==> src/i2cmwe_pkg.sv <==
// Shared types and constants of the write-only I2C master engine.
package i2cmwe_pkg;

   // Bus sequencer phases; both idle phases come first.
   typedef enum logic [3:0] {
      PH_IDLE      = 4'd0,
      PH_IDLE_HELD = 4'd1,
      PH_WAIT      = 4'd2,
      PH_SETUP     = 4'd3,
      PH_HOLD      = 4'd4,
      PH_DLOW      = 4'd5,
      PH_DRISE     = 4'd6,
      PH_DHIGH     = 4'd7,
      PH_DTAIL     = 4'd8,
      PH_ALOW      = 4'd9,
      PH_ARISE     = 4'd10,
      PH_AHIGH     = 4'd11,
      PH_ATAIL     = 4'd12,
      PH_SRISE     = 4'd13,
      PH_SHIGH     = 4'd14,
      PH_STAIL     = 4'd15
   } phase_type;

   // Positions of the sticky error bits.
   localparam int ERR_NACK_BIT  = 0;
   localparam int ERR_STOP_BIT  = 1;
   localparam int ERR_START_BIT = 2;
   localparam int ERR_COLL_BIT  = 3;
   localparam int ERR_WIDTH     = 4;

   // Acknowledge sampling and shift register presets.
   localparam logic [7:0] NACK_MASK     = 8'h01;
   localparam logic [7:0] SHIFT_PRESET  = 8'hFF;
   localparam logic [3:0] ACK_BIT_START = 4'hE;

   // Configuration register indexes.
   localparam logic CSR_LOW_TICKS  = 1'b0;
   localparam logic CSR_HIGH_TICKS = 1'b1;

   // One timing tick of input.
   typedef struct packed {
      logic       go;
      logic [7:0] tx_byte;
      logic       tx_last;
      logic       scl_in;
      logic       sda_in;
      logic       clear_errors;
   } req_item_type;

   // One result of a tick.
   typedef struct packed {
      logic       scl_drive_low;
      logic       sda_drive_low;
      logic       byte_taken;
      logic       busy_res;
      logic       done_res;
      logic       err_nack;
      logic       err_missing_stop;
      logic       err_unexpected_start;
      logic       err_collision;
   } rsp_item_type;

   // Bit timing registers.
   typedef struct packed {
      logic [7:0] low_ticks;
      logic [7:0] high_ticks;
   } timing_type;

endpackage

==> src/i2cmwe_core.sv <==
// Bus sequencer state and the per-tick update of the I2C write engine.
module i2cmwe_core (
   input  logic                   clock,
   input  logic                   reset,
   input  logic                   step_en,
   input  i2cmwe_pkg::req_item_type item,
   input  i2cmwe_pkg::timing_type timing,
   output i2cmwe_pkg::rsp_item_type result
);

   i2cmwe_pkg::phase_type phase_ff, phase_in;
   logic [3:0] bit_count_ff, bit_count_in;
   logic [7:0] shift_ff, shift_in;
   logic [7:0] delay_ff, delay_in;
   logic       last_ff, last_in;
   logic [i2cmwe_pkg::ERR_WIDTH-1:0] err_ff, err_in;
   logic       prev_scl_ff, prev_scl_in;
   logic       prev_sda_ff, prev_sda_in;
   logic       stop_seen_ff, stop_seen_in;
   logic       start_seen_ff, start_seen_in;

   logic [7:0] low_eff, high_eff;
   logic       delay_done;
   logic       idle_now;
   logic       ack_phase;
   logic [3:0] bit_next;
   logic       taken, done;
   logic       scl_low, sda_low;

   // A zero delay register acts as one tick.
   assign low_eff  = (timing.low_ticks == 8'd0) ? 8'd1 : timing.low_ticks;
   assign high_eff = (timing.high_ticks == 8'd0) ? 8'd1 : timing.high_ticks;

   assign delay_done = (delay_ff <= 8'd1);
   assign idle_now   = (phase_ff == i2cmwe_pkg::PH_IDLE) ||
                       (phase_ff == i2cmwe_pkg::PH_IDLE_HELD);
   assign ack_phase  = (phase_ff == i2cmwe_pkg::PH_ALOW)  ||
                       (phase_ff == i2cmwe_pkg::PH_ARISE) ||
                       (phase_ff == i2cmwe_pkg::PH_AHIGH) ||
                       (phase_ff == i2cmwe_pkg::PH_ATAIL);
   assign bit_next   = bit_count_ff + 4'd1;

   // Next state of the sequencer for one tick.
   always_comb begin
      phase_in      = phase_ff;
      bit_count_in  = bit_count_ff;
      shift_in      = shift_ff;
      delay_in      = delay_ff;
      last_in       = last_ff;
      err_in        = item.clear_errors ? '0 : err_ff;
      stop_seen_in  = stop_seen_ff |
                      (prev_scl_ff & item.scl_in & ~prev_sda_ff & item.sda_in);
      start_seen_in = start_seen_ff | (idle_now & prev_scl_ff & item.scl_in &
                                       prev_sda_ff & ~item.sda_in);
      prev_scl_in   = item.scl_in;
      prev_sda_in   = item.sda_in;
      taken         = 1'b0;
      done          = 1'b0;

      unique case (phase_ff)
         i2cmwe_pkg::PH_IDLE, i2cmwe_pkg::PH_IDLE_HELD: begin
            if (item.go) begin
               if (start_seen_in) err_in[i2cmwe_pkg::ERR_START_BIT] = 1'b1;
               if (!item.sda_in)  err_in[i2cmwe_pkg::ERR_COLL_BIT]  = 1'b1;
               start_seen_in = 1'b0;
               if (err_in != '0) done = 1'b1;
               else phase_in = i2cmwe_pkg::PH_WAIT;
            end
         end
         i2cmwe_pkg::PH_WAIT: begin
            if (item.scl_in) begin
               phase_in = i2cmwe_pkg::PH_SETUP;
               delay_in = high_eff;
            end
         end
         i2cmwe_pkg::PH_SETUP: begin
            if (delay_done) begin
               phase_in = i2cmwe_pkg::PH_HOLD;
               delay_in = high_eff;
            end else delay_in = delay_ff - 8'd1;
         end
         i2cmwe_pkg::PH_HOLD: begin
            if (delay_done) begin
               taken = 1'b1;
            end else delay_in = delay_ff - 8'd1;
         end
         i2cmwe_pkg::PH_DLOW, i2cmwe_pkg::PH_ALOW: begin
            if (delay_done) begin
               bit_count_in = bit_next;
               phase_in = ack_phase ? i2cmwe_pkg::PH_ARISE : i2cmwe_pkg::PH_DRISE;
            end else delay_in = delay_ff - 8'd1;
         end
         i2cmwe_pkg::PH_DRISE, i2cmwe_pkg::PH_ARISE: begin
            if (item.scl_in) begin
               phase_in = ack_phase ? i2cmwe_pkg::PH_AHIGH : i2cmwe_pkg::PH_DHIGH;
               delay_in = high_eff;
            end
         end
         i2cmwe_pkg::PH_DHIGH, i2cmwe_pkg::PH_AHIGH: begin
            if (delay_done) begin
               shift_in     = {shift_ff[6:0], item.sda_in};
               bit_count_in = bit_next;
               delay_in     = low_eff;
               if (bit_next == 4'd0) begin
                  if (!ack_phase) shift_in = i2cmwe_pkg::SHIFT_PRESET;
                  phase_in = ack_phase ? i2cmwe_pkg::PH_ATAIL : i2cmwe_pkg::PH_DTAIL;
               end else begin
                  phase_in = ack_phase ? i2cmwe_pkg::PH_ALOW : i2cmwe_pkg::PH_DLOW;
               end
            end else delay_in = delay_ff - 8'd1;
         end
         i2cmwe_pkg::PH_DTAIL: begin
            if (delay_done) begin
               shift_in     = i2cmwe_pkg::SHIFT_PRESET;
               bit_count_in = i2cmwe_pkg::ACK_BIT_START;
               phase_in     = i2cmwe_pkg::PH_ALOW;
               delay_in     = low_eff;
            end else delay_in = delay_ff - 8'd1;
         end
         i2cmwe_pkg::PH_ATAIL: begin
            if (delay_done) begin
               shift_in = i2cmwe_pkg::SHIFT_PRESET;
               if ((shift_ff & i2cmwe_pkg::NACK_MASK) != 8'd0) begin
                  // Slave refused the byte: stop here with SCL still held.
                  err_in[i2cmwe_pkg::ERR_NACK_BIT] = 1'b1;
                  done     = 1'b1;
                  phase_in = i2cmwe_pkg::PH_IDLE_HELD;
               end else if (last_ff) begin
                  phase_in = i2cmwe_pkg::PH_SRISE;
               end else begin
                  taken = 1'b1;
               end
            end else delay_in = delay_ff - 8'd1;
         end
         i2cmwe_pkg::PH_SRISE: begin
            if (item.scl_in) begin
               phase_in = i2cmwe_pkg::PH_SHIGH;
               delay_in = high_eff;
            end
         end
         i2cmwe_pkg::PH_SHIGH: begin
            if (delay_done) begin
               phase_in = i2cmwe_pkg::PH_STAIL;
               delay_in = low_eff;
            end else delay_in = delay_ff - 8'd1;
         end
         i2cmwe_pkg::PH_STAIL: begin
            if (delay_done) begin
               if (!stop_seen_in) err_in[i2cmwe_pkg::ERR_STOP_BIT] = 1'b1;
               done     = 1'b1;
               phase_in = i2cmwe_pkg::PH_IDLE;
            end else delay_in = delay_ff - 8'd1;
         end
         default: phase_in = i2cmwe_pkg::PH_IDLE;
      endcase

      // Latch the next byte and start its first data bit.
      if (taken) begin
         shift_in     = item.tx_byte;
         last_in      = item.tx_last;
         bit_count_in = 4'd0;
         stop_seen_in = 1'b0;
         phase_in     = i2cmwe_pkg::PH_DLOW;
         delay_in     = low_eff;
      end
   end

   // Line drive decoded from the phase after the update.
   always_comb begin
      scl_low = (phase_in == i2cmwe_pkg::PH_IDLE_HELD) ||
                (phase_in == i2cmwe_pkg::PH_DLOW)  ||
                (phase_in == i2cmwe_pkg::PH_DTAIL) ||
                (phase_in == i2cmwe_pkg::PH_ALOW)  ||
                (phase_in == i2cmwe_pkg::PH_ATAIL);
      sda_low = (phase_in == i2cmwe_pkg::PH_HOLD)  ||
                (phase_in == i2cmwe_pkg::PH_SRISE) ||
                (phase_in == i2cmwe_pkg::PH_SHIGH);
      if ((phase_in == i2cmwe_pkg::PH_DLOW) || (phase_in == i2cmwe_pkg::PH_DRISE) ||
          (phase_in == i2cmwe_pkg::PH_DHIGH)) begin
         sda_low = ~shift_in[7];
      end
   end

   always_comb begin
      result.scl_drive_low        = scl_low;
      result.sda_drive_low        = sda_low;
      result.byte_taken           = taken;
      result.busy_res             = (phase_in != i2cmwe_pkg::PH_IDLE) &&
                                    (phase_in != i2cmwe_pkg::PH_IDLE_HELD);
      result.done_res             = done;
      result.err_nack             = err_in[i2cmwe_pkg::ERR_NACK_BIT];
      result.err_missing_stop     = err_in[i2cmwe_pkg::ERR_STOP_BIT];
      result.err_unexpected_start = err_in[i2cmwe_pkg::ERR_START_BIT];
      result.err_collision        = err_in[i2cmwe_pkg::ERR_COLL_BIT];
   end

   // Sequencer state advances once per processed tick.
   always_ff @(posedge clock) begin
      if (reset) begin
         phase_ff      <= i2cmwe_pkg::PH_IDLE;
         bit_count_ff  <= 4'd0;
         shift_ff      <= i2cmwe_pkg::SHIFT_PRESET;
         delay_ff      <= 8'd0;
         last_ff       <= 1'b0;
         err_ff        <= '0;
         prev_scl_ff   <= 1'b1;
         prev_sda_ff   <= 1'b1;
         stop_seen_ff  <= 1'b0;
         start_seen_ff <= 1'b0;
      end else if (step_en) begin
         phase_ff      <= phase_in;
         bit_count_ff  <= bit_count_in;
         shift_ff      <= shift_in;
         delay_ff      <= delay_in;
         last_ff       <= last_in;
         err_ff        <= err_in;
         prev_scl_ff   <= prev_scl_in;
         prev_sda_ff   <= prev_sda_in;
         stop_seen_ff  <= stop_seen_in;
         start_seen_ff <= start_seen_in;
      end
   end

endmodule

==> src/i2c_master_write_engine.sv <==
// Top level of the write-only I2C master engine: channels, timing registers, staging.
//
// Use: every input transfer on req_ is one timing tick carrying the go request,
// the next message byte with its last-byte mark (req_tlast), the sampled SCL and
// SDA levels and a clear-errors request. Each tick yields exactly one result on
// rsp_ with the open-drain drive levels, the byte-taken and done pulses, busy and
// the four sticky error bits. The timing registers low_ticks (index 0) and
// high_ticks (index 1) are written through csr_; the user must write them only
// while no transaction runs, as the block itself does not enforce it. Throughput is
// one tick per clock cycle while rsp_tready stays high: the whole update of the
// sequencer sits between the input register and the result register, and the
// result of a tick passes through both before it shows on rsp_tvalid/rsp_tdata.
// Reset (synchronous) empties both registers, idles the sequencer with both lines
// released, clears all errors and loads low_ticks = 13 and high_ticks = 6.
// When the receiver stalls, the result register holds its transfer and the input
// register still takes one more tick; req_tready then drops until rsp_tready
// returns, and no tick is lost or processed twice.
module i2c_master_write_engine (
   input  logic        clock,
   input  logic        reset,
   input  logic        req_tvalid,
   output logic        req_tready,
   // [0] go, [8:1] tx_byte, [9] scl_in, [10] sda_in, [11] clear_errors, [15:12] zero
   input  logic [15:0] req_tdata,
   input  logic        req_tlast,
   output logic        rsp_tvalid,
   input  logic        rsp_tready,
   // [0] scl_drive_low, [1] sda_drive_low, [2] byte_taken, [3] busy_res,
   // [4] done_res, [5] err_nack, [6] err_missing_stop, [7] err_unexpected_start,
   // [8] err_collision, [15:9] zero
   output logic [15:0] rsp_tdata,
   input  logic        csr_we,
   input  logic        csr_index,
   input  logic [7:0]  csr_wdata
);

   i2cmwe_pkg::timing_type   timing_ff;
   i2cmwe_pkg::req_item_type req_ff, req_in;
   logic                     req_valid_ff;
   i2cmwe_pkg::rsp_item_type rsp_ff, step_result;
   logic                     rsp_valid_ff;
   logic                     advance;
   logic                     step_en;

   // Result register is free or being emptied this cycle.
   assign advance    = ~rsp_valid_ff | rsp_tready;
   assign step_en    = req_valid_ff & advance;
   assign req_tready = ~req_valid_ff | advance;

   // Unpack the input transfer.
   always_comb begin
      req_in.go           = req_tdata[0];
      req_in.tx_byte      = req_tdata[8:1];
      req_in.tx_last      = req_tlast;
      req_in.scl_in       = req_tdata[9];
      req_in.sda_in       = req_tdata[10];
      req_in.clear_errors = req_tdata[11];
   end

   // Timing registers.
   always_ff @(posedge clock) begin
      if (reset) begin
         timing_ff.low_ticks  <= 8'd13;
         timing_ff.high_ticks <= 8'd6;
      end else if (csr_we) begin
         case (csr_index)
            i2cmwe_pkg::CSR_LOW_TICKS:  timing_ff.low_ticks  <= csr_wdata;
            i2cmwe_pkg::CSR_HIGH_TICKS: timing_ff.high_ticks <= csr_wdata;
            default: ;
         endcase
      end
   end

   // Input register.
   always_ff @(posedge clock) begin
      if (reset) req_valid_ff <= 1'b0;
      else if (req_tready) req_valid_ff <= req_tvalid;
   end

   always_ff @(posedge clock) begin
      if (req_tvalid && req_tready) req_ff <= req_in;
   end

   i2cmwe_core u_core (
      .clock   (clock),
      .reset   (reset),
      .step_en (step_en),
      .item    (req_ff),
      .timing  (timing_ff),
      .result  (step_result)
   );

   // Result register.
   always_ff @(posedge clock) begin
      if (reset) rsp_valid_ff <= 1'b0;
      else if (advance) rsp_valid_ff <= req_valid_ff;
   end

   always_ff @(posedge clock) begin
      if (step_en) rsp_ff <= step_result;
   end

   assign rsp_tvalid = rsp_valid_ff;
   assign rsp_tdata  = {7'd0,
                        rsp_ff.err_collision,
                        rsp_ff.err_unexpected_start,
                        rsp_ff.err_missing_stop,
                        rsp_ff.err_nack,
                        rsp_ff.done_res,
                        rsp_ff.busy_res,
                        rsp_ff.byte_taken,
                        rsp_ff.sda_drive_low,
                        rsp_ff.scl_drive_low};

endmodule

==> config.mk <==
export PLATFORM = sky130hd
export DESIGN_NAME = i2c_master_write_engine
export DESIGN_NICKNAME = d
export VERILOG_FILES = /design/src/i2cmwe_pkg.sv /design/src/i2cmwe_core.sv /design/src/i2c_master_write_engine.sv
export SDC_FILE = /design/constraint.sdc
export NUM_CORES = 1
export LEC_CHECK = 0
export ABC_AREA = 1
export CORE_MARGIN = 1
export CORE_UTILIZATION = 55
export DETAILED_ROUTE_END_ITERATION = 8
export DONT_BUFFER_PORTS = 1
export PLACE_DENSITY = 0.76
export SETUP_SLACK_MARGIN = 0.3
export SYNTH_ARGS = -nofsm -noshare
export SYNTH_HDL_FRONTEND = slang
export SYNTH_SLANG_ARGS = --single-unit
==> constraint.sdc <==
create_clock -name clock -period 3.8 [get_ports clock]
set_input_delay 0.19 -clock clock [delete_from_list [all_inputs] [get_ports clock]]
set_output_delay 0.19 -clock clock [all_outputs]
set_load 0.02 [all_outputs]
==> results.py, run 1 <==
metrics = {
    "routing": {
        "viasPerCell": 5.52,
        "route.detailed.drc": 0,
        "first_pass_iters": 5,
        "wirelength_mm": 9.75,
        "ant_nets": 0,
        "drtIter0Drc": 331,
        "vias": 3762,
        "wl_per_cell_um": 14.3,
    },
    "finish": {
        "fin_cells": 681,
        "utilization_pct": 63.5,
        "nNetsFinal": 612,
        "mostFrequentLayoutCell": "nand2_1",
        "areaGrowthSynthToFinish_pct": 10.8,
        "fillCellCount": 638,
        "drive_gt1_share_pct": 14.1,
        "postLayoutCellArea_mm2": 0.00466,
        "diodes": 0,
        "final_cell_mix": "nand2_1, nor2_1, a21oi_1",
    },
    "floorplanning": {
        "die_area_mm2": 0.00799,
        "io_pins": 49,
        "floorplan.initialDensity_pct": 57.3,
        "coreArea_mm2": 0.00733,
        "dieHeight_um": 89.4,
        "rows": 31,
        "die_w_um": 89.4,
    },
    "setup_path": {
        "crit_buf_inv": 2,
        "end_kind": "flop",
        "cp.required_ns": 3.89,
        "worstPathArrival_ns": 2.58,
        "cpLargestDelayFamily": "simple AND/OR/NAND/NOR gates",
        "r2r_slack_ns": 1.31,
        "path_cells": "inv_1, ha_1, o21ai_1, nor2_4, nand2_4, inv_1, nor3_2, nand2_1, o221ai_2, o211ai_1, nand3_1",
        "slowest_delay_ns": 0.44,
        "critPathMaxFanout": 25,
        "cpMaxStageDelayCell": "inv_1",
        "startpoint_type": "flop",
        "worstSetupPathType": "flop to flop",
        "cp_common_cell": "inv_1",
    },
    "sta": {
        "slew_violations": 0,
        "layout_min_cycle_time_ns": 2.49,
        "holdWs_ns": 0.0161,
        "setup_viol": 0,
        "worst_pin_slew_ns": 0.968,
        "fmaxAchievable_ghz": 0.401,
        "rsz0062_at_grt": "no",
        "relSlewSlack_pct": 35.4,
        "hold_viol": 0,
        "fin_crit_sh_pct": 65.6,
        "fin_setup_tns_ns": 0,
        "fin_skew_ns": 0.0134,
    },
    "global_route": {
        "grt_usage_pct": 26.7,
        "grt_pass1_wl_mm": 16.0,
        "grt_pass1_vias": 3306,
        "antenna_found_initial": 0,
        "grt-ovfl-total": 0,
        "grt_max_degree": 34,
    },
    "clocking": {
        "tritoncts": "yes",
        "cts_root_buf": "clkbuf_8",
        "clk_latency_ns": 0.35,
        "cts_max_level": 3,
        "clk_pin_slew_worst_paths_ns": 0.09,
        "clk_path_buf_depth": 2,
        "cts_buffers": 9,
        "clock-sinks": 73,
    },
    "status": {
        "run_status": "complete, no violations",
    },
    "worst_hold_path": {
        "min_path_type": "input pin to flop",
    },
    "synth": {
        "yosysTopAreaCellShare_pct": 24.3,
        "ys_seq_area_share_pct": 40.0,
        "yosys_warnings": 0,
        "syn_area_mm2": 0.00420,
        "synth_seq_cells": 73,
        "synthCells": 558,
        "synth_top_area_cell": "dfxtp_1",
        "synth_cell_types": 47,
        "avgSynthCellArea_um2": 7.53,
        "synth_area_leaders": "dfxtp_1, edfxtp_1, nand2_1",
    },
    "placement": {
        "port_buffers": 0,
        "place_congestion": 0.935,
        "place_area_mm2": 0.00423,
        "dpl.hpwl_mm": 6.80,
        "place_inst": 644,
    },
    "power": {
        "p_leak_nw": 2.07,
        "ir_drop_v": 0.000259,
        "p_per_area_mw_per_mm2": 456,
    },
    "run": {
        "drv_cap": 0,
    },
}
==> report_power, final <==
part	switching (W)	leakage [nW]	internal, W	total (W)
combinational	0.000364	1.34	0.000177	0.000541
clock	0.000305	0.103	0.000369	0.000674
sequential	0.0000482	0.631	0.000857	0.000905
==> worst reg2reg max path, delay by kind of cell, from the launching register on <==
family | cells | cell delay [ns]
DFF | 1 | 0.33
AOI/OAI and AO/OA | 3 | 0.41
and+or+nand+nor | 5 | 0.61
adders and majority gates | 1 | 0.28
buffers and inverters | 2 | 0.61
==> per-stage QoR <==
| stage | setup WS [ns] | total power (W) |
|---|---|---|
| floorplan | 1.82 | 0.00135 |
| global placement | 1.42 | 0.00142 |
| detailed placement | 1.34 | 0.00143 |
| CTS | 1.30 | 0.00212 |
| global route | 1.09 | 0.00223 |
| finish | 1.31 | 0.00212 |
==> cells by family after synthesis <==
kind of cell | synth area share (%)
AO/OA/AOI/OAI | 18.5
other | 0.0893
AND/OR/NAND/NOR | 28.6
flip-flops | 40.0
XOR/XNOR | 1.46
adder cells (fa/ha/maj) | 1.19
buffers and inverters | 10.2
==> state kept, by name (all words and copies together) (netlist names) <==
register and count:
u_core.phase_ff 4, req_ff 13, u_core.prev_scl_ff 1, u_core.delay_ff 8, rsp_tvalid 1, u_core.bit_count_ff 4
u_core.stop_seen_ff 1, u_core.prev_sda_ff 1, rsp_tdata 9, u_core.start_seen_ff 1, timing_ff 16, u_core.last_ff 1
u_core.err_ff 4, u_core.shift_ff 8, req_valid_ff 1
==> final cells by class <==
type | instances | area [um^2] | share of cell area [%]
well taps | 99 | 124 | 2.66
clock buffers | 9 | 124 | 2.66
multi-input cells | 395 | 2110 | 45.4
inverters | 75 | 294 | 6.32
flip-flops and latches | 73 | 1680 | 36.1
repair buffers | 23 | 225 | 4.84
clock inverters | 7 | 92.6 | 1.99
==> metal layers <==
metal / global-route usage, % / up-vias / part of all wire, %
li1: - / 1887 / -
met1: 38.3 / 1695 / 47
met2: 40.0 / 164 / 45
met3: 4.25 / 16 / 6.7
met4: 10.8 / 0 / 1.7
met5: 0 / - / 0
==> Yosys cell counts (all sizes together) <==
cell     number
inv          72
xor2          7
ha            4
o2111ai       1
edfxtp       22
nand2       117
conb          1
a41oi         1
clkinv        3
o21ai        49
a221oi        1
a21oi        58
a2111oi       1
dfxtp        51
a211oi        1
nand4        10
nor3          7
nor2         78
or2           1
o22ai         1
nand3        27
o21bai        2
nand3b        2
a31oi         1
o211ai        9
nor4          1
buf          14
clkbuf        7
o221ai        9
==> path summary, 6_finish.rpt <==
path                       from                 end  cells past startpoint
max          u_core.delay_ff[0]        rsp_tdata[1]                     11
min                csr_wdata[6]        timing_ff[6]                      2
max reg2reg  u_core.delay_ff[0]        rsp_tdata[1]                     11
min reg2reg  u_core.shift_ff[3]  u_core.shift_ff[3]                      2
==> what timing repair did <==
item | CTS | global route
setup endpoints to repair | 0 | 0
hold buffers | 21 | 0
endpoints found under the hold margin | 39 | 0
setup buffers | 0 | 0
gates resized for setup | 0 | 0
Note: power is estimated with default switching activity, not from simulation.
==> inputs of run 2 (changes only) <==
Clock period 3.8 ns to 2.4 ns, I/O delays scaled along.
==> results.py, run 2 (synthesis gave the netlist of run 1 again) <==
metrics = {
    "status": {
        "run_status": "complete, no violations",
    },
    "clocking": {
        "cts_root_buf": "clkbuf_8",
        "cts_max_level": 3,
        "clock-sinks": 73,
        "tritoncts": "yes",
        "clk_path_buf_depth": 2,
        "clk_pin_slew_worst_paths_ns": 0.08,
        "cts_buffers": 9,
        "clk_latency_ns": 0.36,
    },
    "setup_path": {
        "r2r_cells": 14,
        "r2r-start": "u_core.phase_ff[1]",
        "reg2reg_to": "rsp_tdata[1]",
        "r2r_slack_ns": 0.37,
        "worstSetupPathType": "flop to flop",
        "worstPathArrival_ns": 2.14,
        "startpoint_type": "flop",
        "end_kind": "flop",
        "cp.required_ns": 2.51,
        "critPathMaxFanout": 7,
    },
    "placement": {
        "dpl.hpwl_mm": 7.27,
        "place_congestion": 0.947,
        "port_buffers": 0,
    },
    "routing": {
        "wl_per_cell_um": 14.8,
        "ant_nets": 0,
        "vias": 3918,
        "wirelength_mm": 10.5,
        "drtIter0Drc": 276,
        "first_pass_iters": 5,
        "route.detailed.drc": 0,
        "viasPerCell": 5.53,
    },
    "global_route": {
        "grt_pass1_vias": 3550,
        "grt-ovfl-total": 0,
        "grt_usage_pct": 28.0,
        "antenna_found_initial": 0,
        "grt_pass1_wl_mm": 16.8,
        "grt_max_degree": 34,
    },
    "finish": {
        "drive_gt1_share_pct": 21.3,
        "diodes": 0,
        "nNetsFinal": 639,
        "largest_reg_flops": 16,
        "mostFrequentLayoutCell": "nand2_1",
        "final_cell_mix": "nand2_1, nor2_1, a21oi_1",
        "areaGrowthSynthToFinish_pct": 18.8,
        "max_flop_register": "timing_ff",
    },
    "sta": {
        "worst_pin_slew_ns": 0.950,
        "rsz0062_at_grt": "yes",
        "fin_crit_sh_pct": 84.5,
        "hold_viol": 0,
        "fmaxAchievable_ghz": 0.493,
        "fin_setup_tns_ns": 0,
        "fin_skew_ns": 0.00751,
        "holdWs_ns": 0.0331,
        "layout_min_cycle_time_ns": 2.03,
        "slew_violations": 0,
        "relSlewSlack_pct": 36.6,
        "setup_viol": 0,
    },
    "floorplanning": {
        "floorplan.initialDensity_pct": 57.3,
        "dieHeight_um": 89.4,
        "die_w_um": 89.4,
        "die_area_mm2": 0.00799,
        "coreArea_mm2": 0.00733,
        "io_pins": 49,
        "rows": 31,
    },
    "power": {
        "p_leak_nw": 2.23,
        "ir_drop_v": 0.000364,
        "p_total_w": 0.00343,
        "p_switching_w": 0.00118,
        "power_frac_seq_pct": 41.9,
        "p_clk_share_pct": 28.4,
        "sw_frac_of_total_pct": 34.5,
        "internal_power_w": 0.00225,
        "p_per_area_mw_per_mm2": 687,
        "combinationalPowerShare_pct": 29.7,
    },
    "worst_hold_path": {
        "worstHoldStart": "csr_index",
        "min_path_type": "input pin to flop",
        "hold_depth": 3,
        "min_to": "timing_ff[8]",
    },
    "run": {
        "drv_cap": 0,
    },
}
run 2: cell types whose count changed in the layout (fill, tap and decap cells not counted), moves of 4 or more:
| cell | before | now |
|---|---|---|
| inv_1 | 55 | 51 |
| buf_4 | 2 | 24 |
| inv_2 | 15 | 19 |
| dfxtp_2 | 0 | 5 |
| dfxtp_1 | 51 | 43 |
run 2: how the worst max path moves through the flow:
| stage | depth (start not counted) | from | end |
|---|---|---|---|
| 2_1_floorplan | 13 | u_core.phase_ff[0] | rsp_tdata[1] |
| 3_3_place_gp | 15 | u_core.phase_ff[3] | rsp_tdata[1] |
| 3_5_place_dp | 13 | u_core.phase_ff[1] | rsp_tdata[1] |
| 4_1_cts | 15 | u_core.bit_count_ff[0] | rsp_tdata[1] |
| 5_1_grt | 13 | u_core.delay_ff[1] | rsp_tdata[1] |
| 6_report | 14 | u_core.phase_ff[1] | rsp_tdata[1] |
run 2: worst max-delay path, stage by stage, from the launching register on:
cell,delay [ns]
dfxtp_2,0.39
nor2_4,0.21
nand2_2,0.10
inv_2,0.09
nor2_4,0.05
ha_4,0.27
nand3_2,0.07
nand3_2,0.07
nand2_1,0.05
inv_1,0.06
nand3_2,0.09
nand3_2,0.10
nor2_1,0.05
nor2_1,0.11
nand3_1,0.08
run 2: routing by layer:
metal  part of all wire, %  wire, um  track usage [%]
met1                    46      4800             37.2
met2                    46      4830             44.8
met3                   6.2       645             6.28
met4                   1.9       196             10.1
met5                     0         0                0
run 2: power groups by stage:
stage | clock, W | combinational [W] | sequential, W
after floorplan | 0 | 0.000701 | 0.00144
after global placement | 0 | 0.000821 | 0.00145
after detailed placement | 0 | 0.000842 | 0.00146
after CTS | 0.000980 | 0.000935 | 0.00143
after global routing | 0.00104 | 0.00112 | 0.00145
final | 0.000974 | 0.00102 | 0.00144
run 2: cell type report:
cell class,count,area [um^2]
tap,99,124
fill,601,2340
clock inverter,5,55.1
timing repair buffer,49,440
inverter,75,294
multi-input combinational,396,2240
clock buffer,11,141
sequential,73,1700
run 2: repair_timing:
item / 4_1_cts / 5_1_grt
pin swaps: 5 / 15
endpoints found under the setup margin: 3 / 8
hold buffers: 24 / 0
endpoints found under the hold margin: 47 / 0
gates resized for setup: 17 / 19
buffers inserted: 4 / 10
cloned: 1 / 0
run 2: stage by stage:
step	cell area (um^2)	utilization (%)	cells	setup slack, ns
finish	4990	68.1	708	0.371
detailed placement	4300	58.6	653	0.168
global route	4990	68.1	708	0.252
global placement	4300	58.6	653	0.218
CTS	4830	65.9	698	0.300
floorplan	4220	-	564	0.423
==> inputs of run 3 (changes only) <==
Settings changed: PLACE_DENSITY 0.76 to 0.79.
Clock period 2.4 ns to 1.85 ns, I/O delays scaled along.
==> results.py, run 3 (synthesis gave the netlist of run 1 again) <==
metrics = {
    "floorplanning": {
        "io_pins": 49,
        "die_area_mm2": 0.00799,
        "rows": 31,
        "die_w_um": 89.4,
        "coreArea_mm2": 0.00733,
        "floorplan.initialDensity_pct": 57.3,
        "dieHeight_um": 89.4,
    },
    "finish": {
        "areaGrowthSynthToFinish_pct": 47.5,
        "fillCellCount": 322,
        "nNetsFinal": 712,
        "largest_reg_flops": 16,
        "drive_gt1_share_pct": 40.0,
        "diodes": 0,
        "fin_cells": 781,
        "mostFrequentLayoutCell": "nand2_1",
        "final_cell_mix": "nand2_1, buf_4, nor2_1",
        "max_flop_register": "timing_ff",
        "postLayoutCellArea_mm2": 0.00620,
    },
    "global_route": {
        "grt_pass1_vias": 4524,
        "grt_pass1_wl_mm": 22.8,
        "antenna_found_initial": 0,
        "grt_usage_pct": 38.2,
        "grt_max_degree": 34,
        "grt-ovfl-total": 0,
    },
    "sta": {
        "worst_pin_slew_ns": 1.03,
        "hold_viol": 0,
        "fin_setup_tns_ns": -6.81,
        "fin_skew_ns": 0.00786,
        "slew_violations": 0,
        "rsz0062_at_grt": "yes",
        "layout_min_cycle_time_ns": 2.34,
        "holdWs_ns": 0.0234,
        "fin_crit_sh_pct": 126,
        "relSlewSlack_pct": 30.8,
        "fin_ws_ns": -0.485,
        "setup_viol": 28,
        "fmaxAchievable_ghz": 0.428,
    },
    "setup_path": {
        "cp.required_ns": 2.08,
        "cpMaxStageDelayCell": "o21ai_1",
        "path_cells": "inv_4, ha_4, o21ai_4, nor2_4, buf_6, buf_4, nand2_2, nand4_4, nand2_8, o21ai_1, a21oi_2",
        "slowest_delay_ns": 0.55,
        "end_kind": "flop",
        "startpoint_type": "flop",
        "worstSetupPathType": "flop to flop",
        "worstPathArrival_ns": 2.56,
        "critPathMaxFanout": 8,
    },
    "clocking": {
        "clock-sinks": 73,
        "cts_max_level": 3,
        "cts_root_buf": "clkbuf_8",
        "clk_latency_ns": 0.37,
        "clk_pin_slew_worst_paths_ns": 0.08,
        "clk_path_buf_depth": 2,
        "tritoncts": "yes",
        "cts_buffers": 9,
    },
    "status": {
        "violations": "setup timing",
        "run_status": "finished, violations left",
    },
    "placement": {
        "dpl.hpwl_mm": 7.54,
        "place_inst": 699,
        "place_congestion": 0.968,
        "place_area_mm2": 0.00474,
        "port_buffers": 0,
    },
    "power": {
        "p_leak_nw": 2.73,
        "internal_power_w": 0.00349,
        "p_per_area_mw_per_mm2": 890,
        "sw_frac_of_total_pct": 36.7,
        "power_frac_seq_pct": 34.1,
        "p_clk_share_pct": 26.7,
        "combinationalPowerShare_pct": 39.2,
        "ir_drop_v": 0.000782,
        "p_switching_w": 0.00202,
    },
    "worst_hold_path": {
        "min_path_type": "input pin to flop",
    },
    "routing": {
        "first_pass_iters": 6,
        "route.detailed.drc": 0,
        "ant_nets": 0,
        "viasPerCell": 6.46,
        "vias": 5047,
        "drtIter0Drc": 785,
        "wirelength_mm": 17.3,
        "wl_per_cell_um": 22.1,
    },
    "run": {
        "drv_cap": 0,
    },
}
-- run 3: timing repair --
item | 4_1_cts | 5_1_grt
cloned | 3 | 0
hold buffers | 24 | 0
endpoints found under the hold margin | 47 | 0
endpoints found under the setup margin | 34 | 38
pin swaps | 24 | 34
buffers inserted | 26 | 13
gates resized for setup | 86 | 74
-- run 3: metal layers --
| layer | vias to the layer above | global-route usage (%) | routed length (um) |
|---|---|---|---|
| met1 | 2307 | 45.4 | 6000 |
| li1 | 2089 | - | - |
| met5 | - | 0 | 34 |
| met2 | 488 | 62.1 | 7740 |
| met4 | 2 | 20.1 | 1360 |
| met3 | 161 | 11.8 | 2160 |
-- run 3: layout make-up --
type                            count  area, um^2  share of cell area, %
Clock buffer                       13         191                   3.09
Clock inverter                      3        43.8                  0.707
Inverter                           75         317                   5.11
Multi-Input combinational cell    396        2650                   42.8
Sequential cell                    73        1700                   27.4
Tap cell                           99         124                   2.00
Timing Repair Buffer              122        1170                   18.9
-- run 3: worst max-delay path: cells and delay by family (launching register included) --
kind            cells  cell delay (ns)
simple gates        4             0.63
flops               1             0.37
fa+ha+maj           1             0.16
buf+inv             3             0.34
compound gates      3             0.68
-- run 3: metrics by stage --
stage	setup WS (ns)	total power, W	utilization (%)
after floorplan	-0.0558	0.00282	-
after global placement	-0.158	0.00314	64.6
after global routing	-0.519	0.00567	84.5
after CTS	-0.195	0.00499	79.1
after detailed placement	-0.271	0.00317	64.6
final	-0.485	0.00552	84.5
-- run 3: power by group through the flow --
stage	clock network, W	registers, W	logic, W
after floorplan	0	0.00188	0.000939
after global placement	0	0.00189	0.00126
after detailed placement	0	0.00189	0.00128
after CTS	0.00144	0.00186	0.00170
after global routing	0.00153	0.00189	0.00226
final	0.00147	0.00188	0.00216
-- run 3: path summary, 6_finish.rpt --
check	start	depth (start not counted)	slack (ns)	end
max	u_core.delay_ff[0]	11	-0.49	u_core.delay_ff[7]
min	csr_index	3	0.02	timing_ff[8]
max reg2reg	u_core.delay_ff[0]	11	-0.49	u_core.delay_ff[7]
min reg2reg	timing_ff[5]	2	0.50	timing_ff[5]
